<file path="src/sv/eti_pkg.sv">
// ----------------------------------------------------------------------------
// eti_pkg
// Shared types and helpers for the escape-time fractal iterator: the
// controller state encoding, the multiplier operand select, the command and
// status bundles between controller and datapath, and 32-bit saturation.
// ----------------------------------------------------------------------------
package eti_pkg;

    // Controller states, one-hot
    typedef enum logic [5:0] {
        S_IDLE = 6'b000001,
        S_SQ   = 6'b000010,
        S_EVAL = 6'b000100,
        S_M1   = 6'b001000,
        S_M2   = 6'b010000,
        S_UPD  = 6'b100000
    } t_state;

    // Operand sets for the two shared multipliers
    typedef enum logic [1:0] {
        MUL_SQ = 2'd0,  // x*x, y*y
        MUL_A  = 2'd1,  // quadratic: x*y; cubic: xx*x, x*yy
        MUL_B  = 2'd2   // cubic: xx*y, yy*y
    } t_mul;

    // Controller to datapath
    typedef struct packed {
        logic load;     // capture a new item
        t_mul mul_sel;  // multiplier operand set
        logic save_sq;  // keep the latest squares as xx, yy
        logic hold_a;   // park the first cubic product pair
        logic upd_z;    // write the new z
    } t_cmd;

    // Datapath to controller
    typedef struct packed {
        logic escape;   // |z|^2 above the mode's limit
    } t_stat;

    // Clamp a signed value to the signed 32-bit range
    function automatic logic signed [31:0] sat32(input logic signed [63:0] v);
        logic signed [31:0] r;
        if (v > 64'sd2147483647) begin
            r = 32'sh7FFF_FFFF;
        end else if (v < -64'sd2147483648) begin
            r = 32'sh8000_0000;
        end else begin
            r = v[31:0];
        end
        return r;
    endfunction

endpackage

</file>
<file path="src/sv/eti_ctrl.sv">
// ----------------------------------------------------------------------------
// eti_ctrl
// Sequencer for one item: orders the multiply, evaluate and update steps of
// each iteration, keeps the step count and raises the result strobe.
// ----------------------------------------------------------------------------
module eti_ctrl #(
    parameter int MAX_STEPS = 200
) (
    input  logic                             i_clk,
    input  logic                             i_rst_n,
    input  logic                             i_start,
    input  logic                             i_cubic,
    input  eti_pkg::t_stat                   i_stat,
    output eti_pkg::t_cmd                    o_cmd,
    output logic                             o_busy,
    output logic                             o_valid,
    output logic [$clog2(MAX_STEPS+1)-1:0]   o_count
);
    import eti_pkg::*;

    localparam int CW = $clog2(MAX_STEPS + 1);

    t_state          r_state, n_state;
    logic [CW-1:0]   r_cnt, n_cnt;
    logic            r_first, n_first;
    logic            r_valid, n_valid;
    t_cmd            cmd;

    // Next state, commands and count
    always_comb begin
        n_state     = r_state;
        n_cnt       = r_cnt;
        n_first     = r_first;
        n_valid     = 1'b0;
        cmd         = '0;
        cmd.mul_sel = MUL_SQ;
        case (r_state)
            S_IDLE: begin
                if (i_start) begin
                    cmd.load = 1'b1;
                    n_cnt    = '0;
                    n_first  = 1'b1;
                    n_state  = S_SQ;
                end
            end
            S_SQ: begin
                cmd.mul_sel = MUL_SQ;
                n_state     = S_EVAL;
            end
            S_EVAL: begin
                cmd.save_sq = 1'b1;
                n_first     = 1'b0;
                if (r_first) begin
                    // squares of the start point only feed the first step
                    n_state = S_M1;
                end else if (i_stat.escape) begin
                    n_valid = 1'b1;
                    n_state = S_IDLE;
                end else begin
                    n_cnt = r_cnt + 1'b1;
                    if (r_cnt == CW'(MAX_STEPS - 1)) begin
                        n_valid = 1'b1;
                        n_state = S_IDLE;
                    end else begin
                        n_state = S_M1;
                    end
                end
            end
            S_M1: begin
                cmd.mul_sel = MUL_A;
                n_state     = i_cubic ? S_M2 : S_UPD;
            end
            S_M2: begin
                cmd.mul_sel = MUL_B;
                cmd.hold_a  = 1'b1;
                n_state     = S_UPD;
            end
            S_UPD: begin
                cmd.upd_z = 1'b1;
                n_state   = S_SQ;
            end
            default: begin
                n_state = S_IDLE;
            end
        endcase
    end

    // State registers
    always_ff @(posedge i_clk) begin
        if (!i_rst_n) begin
            r_state <= S_IDLE;
            r_valid <= 1'b0;
            r_first <= 1'b0;
            r_cnt   <= '0;
        end else begin
            r_state <= n_state;
            r_valid <= n_valid;
            r_first <= n_first;
            r_cnt   <= n_cnt;
        end
    end

    assign o_cmd   = cmd;
    assign o_busy  = (r_state != S_IDLE);
    assign o_valid = r_valid;
    assign o_count = r_cnt;

    // Strobe only comes up with the sequencer back in idle
    a_valid_idle: assert property (@(posedge i_clk) disable iff (!i_rst_n)
        r_valid |-> (r_state == S_IDLE))
        else $error("result strobe outside idle");

    // Strobe lasts one cycle
    a_valid_pulse: assert property (@(posedge i_clk) disable iff (!i_rst_n)
        r_valid |=> !r_valid)
        else $error("result strobe longer than one cycle");

    // Count never passes the step limit
    a_cnt_range: assert property (@(posedge i_clk) disable iff (!i_rst_n)
        r_cnt <= CW'(MAX_STEPS))
        else $error("step count out of range");

    // An accepted item makes the sequencer busy
    a_start_busy: assert property (@(posedge i_clk) disable iff (!i_rst_n)
        (i_start && (r_state == S_IDLE)) |=> (r_state == S_SQ))
        else $error("item accepted but sequencer did not start");

endmodule

</file>
<file path="config.mk">
export PLATFORM = sky130hd
export DESIGN_NAME = eti_ctrl
export DESIGN_NICKNAME = d
export VERILOG_FILES = /design/src/sv/eti_pkg.sv /design/src/sv/eti_ctrl.sv
export SDC_FILE = /design/constraint.sdc
export NUM_CORES = 1
export LEC_CHECK = 0
export BUFFER_PORTS_ARGS = -buffer_cell sky130_fd_sc_hd__buf_2
export CAP_MARGIN = 20
export CORE_MARGIN = 5
export CORE_UTILIZATION = 52
export DETAILED_ROUTE_END_ITERATION = 12
export GPL_TIMING_DRIVEN = 0
export PLACE_DENSITY = 0.77
export SKIP_CTS_REPAIR_TIMING = 1
export SLEW_MARGIN = 25
export SYNTH_ARGS = -nofsm -noshare
export SYNTH_HDL_FRONTEND = slang
export SYNTH_SLANG_ARGS = --single-unit
</file>
<file path="constraint.sdc">
create_clock -name i_clk -period 2.3 [get_ports i_clk]
set_input_delay 0 -clock i_clk [delete_from_list [all_inputs] [get_ports i_clk]]
set_output_delay 0 -clock i_clk [all_outputs]
set_load 0.01 [all_outputs]
</file>
==> results of run 1 <==
state kept, by name, summed over array words and instances (netlist names):
name / count
o_count: 8
o_valid: 1
r_first: 1
r_state: 6
cell usage in the layout (no fill, tap or decap), types with 4 or more instances in the layout:
master / Yosys / final
or4_1: 7 / 7
nor2_1: 10 / 10
nand3_1: 5 / 5
nand2_1: 9 / 9
o31ai_1: 5 / 5
a21oi_1: 6 / 6
nand3b_1: 4 / 4
buf_2: 1 / 21
o21ai_0: 4 / 4
dfxtp_1: 16 / 16
cell usage after synthesis (all sizes together) (2+ instances only):
master and instances:
and3 3, nor4 2, mux2i 2, dfxtp 16
a21oi 6, nand2 9, o221a 2, o31ai 6
o21ai 6, buf 4, or4 8, nor2 10
nand2b 2, nor3 3, nand3 5, nand3b 4
logic make-up after synthesis:
kind of cell	count (synthesis)	synth area share, %
DFF	16	34.9
xor gates and xnor gates	1	0.954
and+or+nand+nor	54	36.7
buffers and inverters	5	4.22
AOI/OAI and AO/OA	25	19.8
adders and majority gates	1	1.36
muxes	2	2.18
power groups by stage:
stage	clock network, mW	logic (mW)	registers (mW)
global placement	0	0.0849	0.294
finish	0.196	0.0893	0.288
CTS	0.198	0.0879	0.288
floorplan	0	0.0652	0.293
global route	0.213	0.0981	0.289
detailed placement	0	0.0863	0.294
final timing paths:
path | endpoint | cells after the start | startpoint
worst max register to register | o_count[2] | 5 | r_state[2]
worst min register to register | o_count[6] | 2 | o_count[6]
worst max-delay path | o_count[2] | 5 | r_state[2]
worst min-delay path | o_count[1] | 3 | i_rst_n
layer usage:
metal	global-route usage (%)	part of all wire [%]
met2	32.4	48
met5	0	0
met1	21.5	45
met3	3.44	5.4
met4	6.55	0.89
final cells by class:
| cell class | count | area [um^2] |
|---|---|---|
| Fill cell | 157 | 612 |
| Tap cell | 25 | 31.3 |
| Timing Repair Buffer | 21 | 110 |
| Clock buffer | 4 | 36.3 |
| Sequential cell | 16 | 320 |
| Multi-Input combinational cell | 83 | 559 |
| Buffer | 5 | 38.8 |
critical path: stages (launching register included):
cell     delay, ns
dfxtp_1       0.31
buf_2         0.17
or4_1         0.61
o21ai_1       0.39
or4_1         0.19
nand2_1       0.05
stage by stage:
step | hold WS (ns) | instances | utilization (%) | total power, mW | setup slack (ns)
2_1_floorplan | 0.140 | 104 | - | 0.358 | 0.683
3_3_place_gp | 0.266 | 149 | 61.5 | 0.379 | 0.499
3_5_place_dp | 0.270 | 149 | 61.5 | 0.380 | 0.520
4_1_cts | -0.0515 | 153 | 63.6 | 0.574 | 0.481
5_1_grt | 0.0464 | 154 | 64.2 | 0.600 | 0.384
6_report | 0.0173 | 154 | 64.2 | 0.574 | 0.473
==> flow_metrics.env, run 1 <==
export IMPL_status="complete, no violations"
export IMPL_rows=15
export IMPL_synth_edf_count=0
export IMPL_cts_tree="yes"
export IMPL_fmaxAchievable_ghz=0.547
export IMPL_grt_overflow_total=0
export IMPL_syn_inst=104
export IMPL_coreArea_mm2=0.00171
export IMPL_p_int_mw=0.416
export IMPL_ant_nets=0
export IMPL_antennaDiodeCount=0
export IMPL_synthesis_nets=110
export IMPL_drt_first_pass_iters=4
export IMPL_rsz0062_at_grt="no"
export IMPL_yosysWarningCount=0
export IMPL_vias_per_cell=5.88
export IMPL_ff2ff_setup_slack_ns=0.47
export IMPL_gp_congestion=0.836
export IMPL_dieWidth_um=52.0
export IMPL_nets=136
export IMPL_grt_usage_pct=18.3
export IMPL_peakVddDrop_uv=422
export IMPL_synth_top_cell_area_share_pct=34.9
export IMPL_antenna_found_initial=0
export IMPL_synth_ff_type="dfxtp_1"
export IMPL_post_route_min_period_ns=1.83
export IMPL_wl_mm=2.25
export IMPL_postSynthAreaPerCell_um2=8.83
export IMPL_finalCritPeriodShare_pct=79.4
export IMPL_port_buffers=20
export IMPL_grt_pass1_wl_mm=3.72
export IMPL_synthArstFlopShare_pct=0
export IMPL_min_path_type="in -> reg"
export IMPL_clockBufferDepth=2
export IMPL_hpwl_mm=1.60
export IMPL_power_leakage_nw=0.470
export IMPL_ctsRootBufferMaster="clkbuf_4"
export IMPL_fin_setup_tns_ns=0
export IMPL_clock_skew_ns=0.00423
export IMPL_start_util_pct=53.8
export IMPL_htreeDepth=1
export IMPL_setup_viol=0
export IMPL_critPathLaunchType="flip-flop"
export IMPL_synthDistinctLibCells=40
export IMPL_max_slew_margin_pct=65.9
export IMPL_die_h_um=52.0
export IMPL_netlist_area_um2=918
export IMPL_power_density_mw_per_mm2=523
export IMPL_seq_power_share_pct=50.2
export IMPL_clkTransAtPathRegs_ns=0.10
export IMPL_drcViolationCount=0
export IMPL_critPathRequiredTime_ns=2.49
export IMPL_yosysSeqAreaShare_pct=34.9
export IMPL_grt_max_degree=11
export IMPL_die_area_mm2=0.00271
export IMPL_ys_seq_elements=16
export IMPL_worstMarginPinSlew_ns=0.507
export IMPL_first_global_vias=844
export IMPL_clk_latency_ns=0.30
export IMPL_switching_share_pct=27.4
export IMPL_ys_top_cells_by_area="dfxtp_1, or4_1, nor2_1"
export IMPL_p_clk_share_pct=34.2
export IMPL_drive_gt1_share_pct=27.9
export IMPL_placed_area_mm2=0.00105
export IMPL_cp_max_fo=10
export IMPL_vias=905
export IMPL_syn_to_final_growth_pct=19.3
export IMPL_numCtsBuffers=3
export IMPL_arrival_ns=2.02
export IMPL_hold_viol=0
export IMPL_fin_area_mm2=0.00110
export IMPL_yosysTopAreaCell="dfxtp_1"
export IMPL_slew_viol_final=0
export IMPL_avgRoutedWirePerCell_um=14.6
export IMPL_path_class="reg -> reg"
export IMPL_pwr_share_comb_pct=15.6
export IMPL_maxCapViolations=0
export IMPL_cts_num_sinks=16
export IMPL_drt_initial_drc_count=28
export IMPL_power_switching_mw=0.157
export IMPL_crit_path_end_kind="flip-flop"
export IMPL_pin_count=21
Power figures use the tool's default switching activity.
==> run 2: changes to the inputs <==
- clock period: 2.3 -> 1.7 ns (I/O delays scaled with it)
==> flow_metrics.env, run 2 (synthesized netlist as in run 1, its figures left out) <==
export IMPL_antenna_found_initial=0
export IMPL_cts_num_sinks=16
export IMPL_seq_power_share_pct=49.2
export IMPL_final_common_cell="buf_2"
export IMPL_port_buffers=20
export IMPL_status="complete, but fails checks"
export IMPL_worst_hold_slack_ns=0.0384
export IMPL_fmaxAchievable_ghz=0.585
export IMPL_vias_per_cell=5.98
export IMPL_hold_viol=0
export IMPL_syn_to_final_growth_pct=27.2
export IMPL_arrival_ns=1.87
export IMPL_avgRoutedWirePerCell_um=15.8
export IMPL_setup_viol=1
export IMPL_pin_count=21
export IMPL_ant_nets=0
export IMPL_min_path_type="in -> reg"
export IMPL_violations="setup timing"
export IMPL_rows=15
export IMPL_vias=927
export IMPL_clock_skew_ns=0.00383
export IMPL_gp_congestion=0.836
export IMPL_drcViolationCount=0
export IMPL_die_area_mm2=0.00271
export IMPL_grt_pass1_wl_mm=3.72
export IMPL_switching_share_pct=28.3
export IMPL_grt_usage_pct=18.3
export IMPL_cp_max_fo=9
export IMPL_post_route_min_period_ns=1.71
export IMPL_crit_path_end_kind="flip-flop"
export IMPL_clk_latency_ns=0.29
export IMPL_p_int_mw=0.568
export IMPL_critPathLaunchType="flip-flop"
export IMPL_htreeDepth=1
export IMPL_finalCritPeriodShare_pct=101
export IMPL_power_leakage_nw=0.481
export IMPL_largest_reg_flops=8
export IMPL_max_slew_margin_pct=72.4
export IMPL_power_switching_mw=0.225
export IMPL_path_class="reg -> reg"
export IMPL_hpwl_mm=1.60
export IMPL_fin_setup_tns_ns=-0.0109
export IMPL_drt_initial_drc_count=18
export IMPL_drive_gt1_share_pct=38.5
export IMPL_ctsRootBufferMaster="clkbuf_4"
export IMPL_worstMarginPinSlew_ns=0.414
export IMPL_antennaDiodeCount=0
export IMPL_maxCapViolations=0
export IMPL_final_cell_mix="buf_2, dfxtp_1, nand2_1"
export IMPL_peakVddDrop_uv=579
export IMPL_numCtsBuffers=3
export IMPL_power_density_mw_per_mm2=679
export IMPL_die_h_um=52.0
export IMPL_final_util_pct=68.4
export IMPL_grt_overflow_total=0
export IMPL_setup_slack_ns=-0.0109
export IMPL_clkTransAtPathRegs_ns=0.10
export IMPL_wl_mm=2.45
export IMPL_p_clk_share_pct=33.1
export IMPL_pwr_share_comb_pct=17.7
export IMPL_clockBufferDepth=2
export IMPL_dieWidth_um=52.0
export IMPL_first_global_vias=844
export IMPL_slew_viol_final=0
export IMPL_coreArea_mm2=0.00171
export IMPL_start_util_pct=53.8
export IMPL_nets=137
export IMPL_grt_max_degree=11
export IMPL_critPathRequiredTime_ns=1.86
export IMPL_cts_tree="yes"
export IMPL_drt_first_pass_iters=4
run 2: area by class of cell:
cell class / count / area (um^2)
Multi-Input combinational cell: 83 / 616
Timing Repair Buffer: 23 / 123
Fill cell: 152 / 539
Clock buffer: 4 / 36.3
Tap cell: 25 / 31.3
Buffer: 4 / 33.8
Sequential cell: 16 / 329
run 2: critical path, cell delays in order (launching register included):
cell	delay (ns)
dfxtp_2	0.33
buf_6	0.13
or4_4	0.58
and2_2	0.23
o21ai_1	0.18
nand4_1	0.13
run 2: power groups by stage:
| stage | Combinational [mW] | Sequential, mW | Clock, mW |
|---|---|---|---|
| after floorplan | 0.0882 | 0.396 | 0 |
| after global placement | 0.115 | 0.398 | 0 |
| after detailed placement | 0.117 | 0.398 | 0 |
| after CTS | 0.119 | 0.389 | 0.268 |
| after global routing | 0.152 | 0.392 | 0.289 |
| final | 0.140 | 0.390 | 0.263 |
run 2: stage by stage:
step	total power [mW]	std cells	instance area (um^2)	worst slack, ns
finish	0.793	155	1170	-0.0109
global route	0.833	155	1170	-0.0703
CTS	0.776	153	1090	-0.119
detailed placement	0.515	149	1050	-0.0797
global placement	0.513	149	1050	-0.101
floorplan	0.485	104	918	0.0831
run 2: final timing paths:
check / endpoint / cells after the start / slack, ns / from
worst min-delay path: o_count[7] / 3 / 0.04 / i_rst_n
worst max register to register: r_state[0] / 5 / -0.01 / r_state[1]
worst max-delay path: r_state[0] / 5 / -0.01 / r_state[1]
worst min register to register: o_count[4] / 2 / 0.52 / o_count[4]
run 2: layer usage:
metal,share of wire [%],vias up,track usage [%]
met2,51,22,32.4
met3,3.3,6,3.44
li1,-,449,-
met1,43,450,21.5
met5,0,-,0
met4,2.5,0,6.55
